--- config.mk ---
export PLATFORM = sky130hd
export DESIGN_NAME = client_latency_table_with_max_top
export DESIGN_NICKNAME = d
export VERILOG_FILES = /design/src/rtl/core/clwm_pkg.sv /design/src/rtl/core/clwm_table.sv /design/src/rtl/core/clwm_max_tree.sv /design/src/rtl/core/client_latency_table_with_max_top.sv
export SDC_FILE = /design/constraint.sdc
export NUM_CORES = 2
export LEC_CHECK = 0
export BUFFER_PORTS_ARGS = -buffer_cell sky130_fd_sc_hd__buf_2
export CAP_MARGIN = 20
export CORE_ASPECT_RATIO = 1.2
export CORE_UTILIZATION = 55
export DETAILED_ROUTE_END_ITERATION = 8
export GPL_TIMING_DRIVEN = 0
export PLACE_DENSITY = 0.69
export SETUP_SLACK_MARGIN = 0.4
export SLEW_MARGIN = 0
export SYNTH_ARGS = -nofsm -noshare
export SYNTH_HDL_FRONTEND = slang
export SYNTH_SLANG_ARGS = --single-unit
--- constraint.sdc ---
create_clock -name clk -period 22.7 [get_ports clk]
set_clock_uncertainty 0.2 [all_clocks]
set_input_delay 1.135 -clock clk [delete_from_list [all_inputs] [get_ports clk]]
set_output_delay 1.135 -clock clk [all_outputs]
set_load 0.02 [all_outputs]
--- src/rtl/core/clwm_pkg.sv ---
// shared constants and types for the client latency table
// no dependencies
`timescale 1ns / 1ps

package clwm_pkg;

  localparam int TABLE_DEPTH_DEF = 16;
  localparam int KEY_WIDTH_DEF   = 16;
  localparam int KEY_PORT_WIDTH  = 16;
  localparam int CMD_WIDTH       = 2;
  localparam int STATUS_WIDTH    = 2;
  localparam int LAT_WIDTH       = 32;
  localparam int GROUP_SIZE      = 4;

  localparam logic [CMD_WIDTH-1:0] CMD_ADD = 2'd0;
  localparam logic [CMD_WIDTH-1:0] CMD_DEL = 2'd1;
  localparam logic [CMD_WIDTH-1:0] CMD_GET = 2'd2;

  localparam logic [STATUS_WIDTH-1:0] ST_OK        = 2'd0;
  localparam logic [STATUS_WIDTH-1:0] ST_NOT_FOUND = 2'd1;
  localparam logic [STATUS_WIDTH-1:0] ST_FULL      = 2'd2;

  typedef struct packed {
    logic [STATUS_WIDTH-1:0] status;
    logic [LAT_WIDTH-1:0]    latency;
  } clwm_resp_t;

endpackage

--- src/rtl/core/clwm_table.sv ---
// key table: parallel key match, lowest free slot pick, add/delete/get
// depends on clwm_pkg
`timescale 1ns / 1ps

module clwm_table #(
  parameter int DEPTH = clwm_pkg::TABLE_DEPTH_DEF,
  parameter int KEY_W = clwm_pkg::KEY_WIDTH_DEF
) (
  input  logic                             clk,
  input  logic                             rst_n,
  input  logic                             exec_fire,
  input  logic [clwm_pkg::CMD_WIDTH-1:0]   cmd,
  input  logic [KEY_W-1:0]                 key,
  input  logic [clwm_pkg::LAT_WIDTH-1:0]   lat,
  output clwm_pkg::clwm_resp_t             resp,
  output logic [DEPTH-1:0]                 ent_valid,
  output logic [clwm_pkg::LAT_WIDTH-1:0]   ent_lat [DEPTH]
);
  import clwm_pkg::*;

  logic [DEPTH-1:0]     valid_r;
  logic [DEPTH-1:0]     valid_nxt;
  logic [KEY_W-1:0]     key_r [DEPTH];
  logic [LAT_WIDTH-1:0] lat_r [DEPTH];
  logic [DEPTH-1:0]     hit_oh;
  logic [DEPTH-1:0]     free_oh;
  logic [DEPTH-1:0]     wr_oh;
  logic                 any_hit;
  logic                 any_free;
  logic [LAT_WIDTH-1:0] hit_lat;

  always_comb begin
    for (int i = 0; i < DEPTH; i++) begin
      hit_oh[i] = valid_r[i] && (key_r[i] == key);
    end
  end

  // lowest clear bit of valid_r, isolated by the add carry
  assign free_oh  = ~valid_r & DEPTH'(valid_r + DEPTH'(1));
  assign any_hit  = |hit_oh;
  assign any_free = |free_oh;

  // keys are unique, so at most one hit
  always_comb begin
    hit_lat = '0;
    for (int i = 0; i < DEPTH; i++) begin
      hit_lat = hit_lat | (lat_r[i] & {LAT_WIDTH{hit_oh[i]}});
    end
  end

  always_comb begin
    wr_oh        = '0;
    valid_nxt    = valid_r;
    resp.status  = ST_OK;
    resp.latency = '0;
    unique case (cmd)
      CMD_ADD: begin
        wr_oh     = any_hit ? hit_oh : free_oh;
        valid_nxt = valid_r | wr_oh;
        if (!any_hit && !any_free) begin
          resp.status = ST_FULL;
        end
      end
      CMD_DEL: begin
        valid_nxt = valid_r & ~hit_oh;
        if (!any_hit) begin
          resp.status = ST_NOT_FOUND;
        end
      end
      CMD_GET: begin
        resp.latency = hit_lat;
      end
      default: begin
      end
    endcase
  end

  always_ff @(posedge clk) begin
    if (!rst_n) begin
      valid_r <= '0;
    end else if (exec_fire) begin
      valid_r <= valid_nxt;
    end
  end

  always_ff @(posedge clk) begin
    for (int i = 0; i < DEPTH; i++) begin
      if (exec_fire && wr_oh[i]) begin
        key_r[i] <= key;
        lat_r[i] <= lat;
      end
    end
  end

  assign ent_valid = valid_r;
  assign ent_lat   = lat_r;

endmodule

--- src/rtl/core/clwm_max_tree.sv ---
// two-level registered maximum over the valid table latencies
// depends on clwm_pkg
`timescale 1ns / 1ps

module clwm_max_tree #(
  parameter int DEPTH = clwm_pkg::TABLE_DEPTH_DEF
) (
  input  logic                             clk,
  input  logic [DEPTH-1:0]                 ent_valid,
  input  logic [clwm_pkg::LAT_WIDTH-1:0]   ent_lat [DEPTH],
  input  logic                             grp_load,
  input  logic                             max_load,
  output logic [clwm_pkg::LAT_WIDTH-1:0]   max_out
);
  import clwm_pkg::*;

  localparam int NGRP = (DEPTH + GROUP_SIZE - 1) / GROUP_SIZE;
  localparam int NPAD = 1 << $clog2(NGRP);

  logic [LAT_WIDTH-1:0] grp_nxt [NGRP];
  logic [LAT_WIDTH-1:0] grp_r   [NGRP];
  logic [LAT_WIDTH-1:0] red     [NPAD];
  logic [LAT_WIDTH-1:0] max_nxt;
  logic [LAT_WIDTH-1:0] max_r;

  // first level: max of each small group, empty slots count as zero
  always_comb begin
    for (int g = 0; g < NGRP; g++) begin
      grp_nxt[g] = '0;
      for (int k = 0; k < GROUP_SIZE; k++) begin
        if (g * GROUP_SIZE + k < DEPTH) begin
          if (ent_valid[g * GROUP_SIZE + k] &&
              ent_lat[g * GROUP_SIZE + k] > grp_nxt[g]) begin
            grp_nxt[g] = ent_lat[g * GROUP_SIZE + k];
          end
        end
      end
    end
  end

  // second level: balanced pairwise reduction of the group maxima
  always_comb begin
    for (int j = 0; j < NPAD; j++) begin
      red[j] = '0;
      if (j < NGRP) begin
        red[j] = grp_r[j];
      end
    end
    for (int s = 1; s < NPAD; s = s * 2) begin
      for (int j = 0; j + s < NPAD; j = j + 2 * s) begin
        if (red[j + s] > red[j]) begin
          red[j] = red[j + s];
        end
      end
    end
    max_nxt = red[0];
  end

  always_ff @(posedge clk) begin
    if (grp_load) begin
      grp_r <= grp_nxt;
    end
    if (max_load) begin
      max_r <= max_nxt;
    end
  end

  assign max_out = max_r;

endmodule

--- src/rtl/core/client_latency_table_with_max_top.sv ---
// Client latency table with running maximum.
// Input channel (in_valid / in_stall) takes one command word: add or update,
// delete, or get, with a client key and a latency. Result channel
// (out_valid / out_stall) returns one word per command: status, the latency
// read by a get (0 otherwise), and the largest latency held after the command.
// Throughput is one command per cycle while in_stall is low. The command
// executes against the table from its input register (ex) into the rd stage,
// the mx stage registers the table's group maxima, and the out stage reduces
// those into the output register.
// When out_stall is high the four stages close up their bubbles and then
// hold; in_stall rises only once every stage holds a word. The table is only
// written when its command moves on, so the maximum always matches its word.
// Reset (rst_n low, synchronous) empties the table at once and drops every
// word in flight. The table keeps TABLE_DEPTH clients; an add of a new client
// to a full table reports full and leaves the table unchanged.
// depends on clwm_pkg, clwm_table, clwm_max_tree
`timescale 1ns / 1ps

module client_latency_table_with_max_top #(
  parameter int TABLE_DEPTH = clwm_pkg::TABLE_DEPTH_DEF,
  parameter int KEY_WIDTH   = clwm_pkg::KEY_WIDTH_DEF
) (
  input  logic                                clk,
  input  logic                                rst_n,
  input  logic                                in_valid,
  output logic                                in_stall,
  input  logic [clwm_pkg::CMD_WIDTH-1:0]      in_cmd,
  input  logic [clwm_pkg::KEY_PORT_WIDTH-1:0] in_client_key,
  input  logic [clwm_pkg::LAT_WIDTH-1:0]      in_latency_in,
  output logic                                out_valid,
  input  logic                                out_stall,
  output logic [clwm_pkg::STATUS_WIDTH-1:0]   out_status,
  output logic [clwm_pkg::LAT_WIDTH-1:0]      out_latency_out,
  output logic [clwm_pkg::LAT_WIDTH-1:0]      out_max_latency
);
  import clwm_pkg::*;

  localparam int KEY_W = (KEY_WIDTH < KEY_PORT_WIDTH) ? KEY_WIDTH : KEY_PORT_WIDTH;

  logic                 ex_valid_r, ex_valid_nxt;
  logic [CMD_WIDTH-1:0] ex_cmd_r;
  logic [KEY_W-1:0]     ex_key_r;
  logic [LAT_WIDTH-1:0] ex_lat_r;
  logic                 rd_valid_r, rd_valid_nxt;
  clwm_resp_t           rd_resp_r;
  logic                 mx_valid_r, mx_valid_nxt;
  clwm_resp_t           mx_resp_r;
  logic                 out_valid_r, out_valid_nxt;
  clwm_resp_t           out_resp_r;

  logic                 ex_en, rd_en, mx_en, out_en;
  logic                 ex_fire;
  clwm_resp_t           ex_resp;
  logic [TABLE_DEPTH-1:0] ent_valid;
  logic [LAT_WIDTH-1:0] ent_lat [TABLE_DEPTH];

  // a stage may load when empty or when its word moves on
  assign out_en  = !out_valid_r || !out_stall;
  assign mx_en   = !mx_valid_r || out_en;
  assign rd_en   = !rd_valid_r || mx_en;
  assign ex_en   = !ex_valid_r || rd_en;
  assign ex_fire = ex_valid_r && rd_en;

  assign in_stall = !ex_en;

  always_comb begin
    ex_valid_nxt  = ex_en  ? in_valid    : ex_valid_r;
    rd_valid_nxt  = rd_en  ? ex_valid_r  : rd_valid_r;
    mx_valid_nxt  = mx_en  ? rd_valid_r  : mx_valid_r;
    out_valid_nxt = out_en ? mx_valid_r  : out_valid_r;
  end

  always_ff @(posedge clk) begin
    if (!rst_n) begin
      ex_valid_r  <= 1'b0;
      rd_valid_r  <= 1'b0;
      mx_valid_r  <= 1'b0;
      out_valid_r <= 1'b0;
    end else begin
      ex_valid_r  <= ex_valid_nxt;
      rd_valid_r  <= rd_valid_nxt;
      mx_valid_r  <= mx_valid_nxt;
      out_valid_r <= out_valid_nxt;
    end
  end

  always_ff @(posedge clk) begin
    if (ex_en && in_valid) begin
      ex_cmd_r <= in_cmd;
      ex_key_r <= in_client_key[KEY_W-1:0];
      ex_lat_r <= in_latency_in;
    end
    if (ex_fire) begin
      rd_resp_r <= ex_resp;
    end
    if (rd_valid_r && mx_en) begin
      mx_resp_r <= rd_resp_r;
    end
    if (mx_valid_r && out_en) begin
      out_resp_r <= mx_resp_r;
    end
  end

  clwm_table #(
    .DEPTH (TABLE_DEPTH),
    .KEY_W (KEY_W)
  ) u_table (
    .clk       (clk),
    .rst_n     (rst_n),
    .exec_fire (ex_fire),
    .cmd       (ex_cmd_r),
    .key       (ex_key_r),
    .lat       (ex_lat_r),
    .resp      (ex_resp),
    .ent_valid (ent_valid),
    .ent_lat   (ent_lat)
  );

  // group maxima are taken while the table shows exactly this word's effect
  clwm_max_tree #(
    .DEPTH (TABLE_DEPTH)
  ) u_max_tree (
    .clk       (clk),
    .ent_valid (ent_valid),
    .ent_lat   (ent_lat),
    .grp_load  (rd_valid_r && mx_en),
    .max_load  (mx_valid_r && out_en),
    .max_out   (out_max_latency)
  );

  assign out_valid       = out_valid_r;
  assign out_status      = out_resp_r.status;
  assign out_latency_out = out_resp_r.latency;

endmodule

* After elaboration in Yosys (flattened, before gate mapping)
Memory sizes are Yosys's and may differ from the RTL's.
Cells that the tools add are included.
** Word-level totals
- Register bits :: 844
- Memory bits (writable) :: 256
- Logic and storage cells :: 237
- Memories kept :: 1
** Operators by class
- Add/subtract/negate cells :: 1
- Order comparisons :: 19
- Eq/ne operators :: 18
- Multiplexer cells :: 57
- Bitwise operators :: 36
- Reduce and logical (&&, ||, !) cells :: 70
** Memory list
- u_table.key_r :: words 16, bits a word 16, rd ports 16, clocked after Yosys merged registers in 0, wr ports 16, line clwm_table.sv:23 : logic [KEY_W-1:0] key_r [DEPTH];
** Operators by type and width (number)
- $mux W32 :: 19
- $and A32 B32 Y32 :: 16
- $gt A32 B32 Y1 :: 15
- $or A32 B32 Y32 :: 15
- $eq A16 B16 Y1 :: 16
- $gt A32 B1 Y1 const B :: 4
- $logic_and A1 B1 Y1 :: 53
- $mux W1 :: 33
- $and A16 B16 Y16 :: 2
- $mux W16 :: 2
- $not A16 Y16 :: 2
- $pmux W16 S2 :: 1
- $reduce_or A16 Y1 :: 2
- $add A16 B1 Y16 const B :: 1
- $or A16 B16 Y16 :: 1
- $logic_not A1 Y1 :: 8
- $logic_or A1 B1 Y1 :: 4
- $pmux W2 S2 :: 1
- $eq A2 B1 Y1 const B :: 1
- $eq A2 B2 Y1 const B :: 1
- $logic_not A2 Y1 :: 1
- $mux W2 :: 1
- $reduce_and A2 Y1 :: 1
- $reduce_bool A2 Y1 :: 1

* Depth between registers and ports, before layout
An unclocked memory read counts as a cell.
- Depth after elaboration :: 19
- Gate-level depth with buffers :: 38
- Gate-level depth less buffers :: 33

* Modules after synthesis
A second synthesis with hierarchy kept.
** Unflattened totals
- Cell total of the unflattened synthesis :: 5170
- Area total of the unflattened synthesis :: 60961.0 um2
** By module, submodules not included
- clwm_table :: instances 1, cells an instance 1681, area each 30286.5 um2, seq. area each 23382.4 um2
- clwm_max_tree :: instances 1, cells an instance 3318, area each 25936.1 um2, seq. area each 4804.6 um2
- client_latency_table_with_max_top :: instances 1, cells an instance 171, area each 4738.3 um2, seq. area each 4644.5 um2

* Worst setup path after synthesis
No wires, ideal clock.
- Path kind :: input -> register
- From :: input port out_stall
- To :: register mx_resp_r[0] (netlist bit) (enable)
- Arrival time :: 8506 ps
- Slack :: 13289 ps
- Cell stages on the path :: 2
- Path buffers :: 0
- Path through :: and3_1 -> nor2b_1
** On the way
- Longest elaborated chain between the ends :: 4
** RTL lines
- from (decl) :: line client_latency_table_with_max_top.sv:31 : input logic out_stall,
- $logic_not A1 Y1 :: line client_latency_table_with_max_top.sv:58 : assign out_en = !out_valid_r || !out_stall;
- $logic_or A1 B1 Y1 :: line client_latency_table_with_max_top.sv:58
- $logic_or A1 B1 Y1 :: line client_latency_table_with_max_top.sv:59 : assign mx_en = !mx_valid_r || out_en;
- $logic_and A1 B1 Y1
- named net u_max_tree.grp_load :: line clwm_max_tree.sv:11 : input logic grp_load,
- to (signal assigned) :: line client_latency_table_with_max_top.sv:97 : mx_resp_r <= rd_resp_r;
- to (decl) :: line client_latency_table_with_max_top.sv:47 : clwm_resp_t mx_resp_r;
The timed path passes the listed nets, and every way through them passes these cells.
A chain may end at the register's enable or synchronous reset.

==> impl_metrics.tcl <==
set metrics [dict create \
    max_clock_freq_ghz 0.0657 \
    rsz0062_at_grt "no" \
    fin_crit_ns 15.22 \
    synthArstFlopShare_pct 0 \
    die_w_um 299 \
    syn_area_per_cell_um2 12.6 \
    route.met2.wl_mm 106 \
    io-pin-count 122 \
    viasPerCell 6.85 \
    numCtsBuffers 110 \
    cts_hold_buf 0 \
    critPathMaxStageDelay_ns 1.00 \
    p_seq_share_pct 52.6 \
    p_leak_nw 22.8 \
    top_layer "met5" \
    ant_nets 0 \
    grt_max_degree 50 \
    globalplace.congestion 1.06 \
    cts-root-buf "clkbuf_16" \
    swShare_pct 23.1 \
    synthFlopType "edfxtp_1" \
    grt_pass1_vias 42100 \
    synthToLayoutAreaGrowth_pct 12.3 \
    yosysSeqAreaShare_pct 56.3 \
    post-synth-top-area-cell "edfxtp_1" \
    synth_cell_types 77 \
    cts_tree "built" \
    dp_hpwl_mm 184 \
    first_pass_iters 9 \
    route.detailed.drc 0 \
    start_util_pct 55.6 \
    drt_iter0_drc 5796 \
    hold_viol_final 0 \
    maxCapViolCount 0 \
    portBuffers 120 \
    fp.coreArea_um2 105000 \
    synth.most_common_cell "edfxtp_1" \
    wl_met3_mm 25.1 \
    placed_cells 6180 \
    ys_top_cells_by_area "edfxtp_1 56%, ha_1 10%, xnor2_1 3.9%" \
    cp_max_fo 10 \
    intPower_mw 3.39 \
    syn_inst 4625 \
    critPathSlowestCell "o21ai_0" \
    fin_tns_setup_ns 0 \
    cp.required_ns 22.97 \
    synth_seq_cells 1100 \
    cp-start-kind "register" \
    stdcell_count 6397 \
    floorplan.rows 130 \
    p_switching_mw 1.02 \
    synth_edf_count 1080 \
    synth_commonest_cells "1080 x edfxtp_1, 476 x ha_1, 290 x nand2_1" \
    synth_top_area_share_pct 55.6 \
    whs_ns 0.215 \
    fin_crit_sh_pct 67.0 \
    h-tree-depth 3 \
    grt_pass1_wl_mm 316 \
    synth_warnings 0 \
    wl_mm 232 \
    cts.sinks 1100 \
    pre_cts_slack_ns 8.05 \
    cp-end-kind "register" \
    die_h_um 359 \
    final_max_slew_viol_count 0 \
    die-area_um2 107000 \
    clk_pin_slew_ns 0.07 \
    m1WireLength_mm 81.6 \
    drive_gt1_share_pct 9.93 \
    overflow 0 \
    fin_nets 5439 \
    crit_type "register to register" \
    wire_per_inst_um 36.2 \
    ir_drop_v 0.0000894 \
    hold_class "register to register" \
    crit_top_cell "clkbuf_1" \
    cts_buffer_depth 3 \
    vias 43800 \
    fillCellCount 8210 \
    power_frac_clock_pct 42.8 \
    max_slew_margin_pct 11.3 \
    worst_skew_pair.late_latency_ns 0.75 \
    setup_slack_ns 7.48 \
    grt.total_usage_pct 42.9 \
    p_per_area_nw_per_um2 67.4 \
    syn_area_um2 58300 \
    run_status "completed" \
    postCtsResizedCells 0 \
    tightest_slew_ns 1.33 \
    fin_util_pct 62.4 \
    combinationalPowerShare_pct 4.6 \
    synthesis.nets 5155 \
    postCtsSetupBuffers 0 \
    arrival_ns 15.49 \
    setup-violations-final 0 \
    antenna_found_initial 17 \
]
-- cell type report --
class / instances / area [µm²] / share of cell area (%)
well taps: 1386 / 1730 / 2.65
diodes: 5 / 12.5 / 0.0191
repair buffers: 172 / 1560 / 2.38
flip-flops and latches: 1100 / 32800 / 50.2
clock buffers: 130 / 2900 / 4.43
multi-input cells: 3007 / 23300 / 35.7
inverters: 287 / 1080 / 1.65
plain buffers: 231 / 1210 / 1.85
clock inverters: 79 / 793 / 1.21
-- path summary, 6_finish.rpt --
check                                    to  cells after the start  slack, ns                      startpoint
max          u_max_tree.grp_r[47]$_DFFE_PP_                     39       7.48  u_table.ent_lat[225]$_DFFE_PP_
min reg2reg         mx_resp_r[21]$_DFFE_PP_                      0       0.21     rd_resp_r[21]$_SDFFCE_PP0P_
min                 mx_resp_r[21]$_DFFE_PP_                      0       0.21     rd_resp_r[21]$_SDFFCE_PP0P_
max reg2reg  u_max_tree.grp_r[47]$_DFFE_PP_                     39       7.48  u_table.ent_lat[225]$_DFFE_PP_
-- through the flow --
| stage | power [mW] | instance area [µm²] |
|---|---|---|
| 6_report | 4.41 | 65500 |
| 5_1_grt | 4.50 | 65500 |
| 4_1_cts | 4.41 | 65400 |
| 3_5_place_dp | 2.56 | 61700 |
| 3_3_place_gp | 2.56 | 60600 |
| 2_1_floorplan | 2.47 | 58300 |
-- critical path: cells and delay by family (launching register included) --
kind	cells	cell delay [ns]
AOI/OAI and AO/OA	15	4.73
adders and majority gates	3	0.93
buffers and inverters	9	4.45
DFF	1	0.55
muxes	1	0.43
and+or+nand+nor	11	3.62
-- power by group through the flow --
stage	Combinational, mW	Clock (mW)	Sequential [mW]
after floorplan	0.130	0	2.34
after global placement	0.192	0	2.37
after detailed placement	0.201	0	2.36
after CTS	0.203	1.89	2.32
after global routing	0.215	1.96	2.32
final	0.202	1.89	2.32
-- sequential cells by signal (all words and copies together) (netlist names) --
name / flops
ex_cmd_r: 2
ex_key_r: 16
ex_lat_r: 32
ex_valid_r: 1
mx_resp_r: 34
mx_valid_r: 1
out_latency_out: 32
out_status: 2
out_valid: 1
rd_resp_r: 34
rd_valid_r: 1
u_max_tree.grp_r: 128
u_max_tree.max_out: 32
u_table.ent_lat: 512
u_table.ent_valid: 16
u_table.key_r: 256
-- cells in the final DEF (no fill, tap or decap), types with 14 or more instances in the layout --
master         n
inv_1        286
a211oi_1      24
a21oi_1      229
buf_16        14
buf_6         16
clkinv_2      28
o211ai_1      20
clkinvlp_4    15
nand2_1      290
o21a_1        30
nor2b_1       52
nand3_1       34
o21ai_1       32
dfxtp_1       20
clkbuf_16    111
clkbuf_1     174
mux2_1        31
nand4_1      171
ha_1         476
o31ai_1       39
a311oi_1      65
nor2_1       176
a221oi_1     134
xnor2_1      257
mux2i_1      190
edfxtp_1    1080
mux2_2        38
buf_2        148
buf_12        21
nor3_1        65
a21o_1        51
o21ai_0      126
and2_1        27
buf_4         14
a41oi_1       37
a22o_1       128
a2111oi_0     44
buf_8         20
nor4_1        63
a31oi_1       36
-- metal layers --
layer,track usage (%),vias up
met5,0,-
met4,29.9,4
met1,51.8,21400
met3,9.02,756
li1,-,18600
met2,69.0,3032
-- cells by family after synthesis --
logic type                 share of synthesized area, %
DFF                                                56.3
AOI/OAI and AO/OA                                  13.0
and+or+nand+nor                                    8.07
buffers and inverters                              3.92
adders and majority gates                          10.2
muxes                                              4.59
xor gates and xnor gates                           3.86
Power figures use the tool's default switching activity.
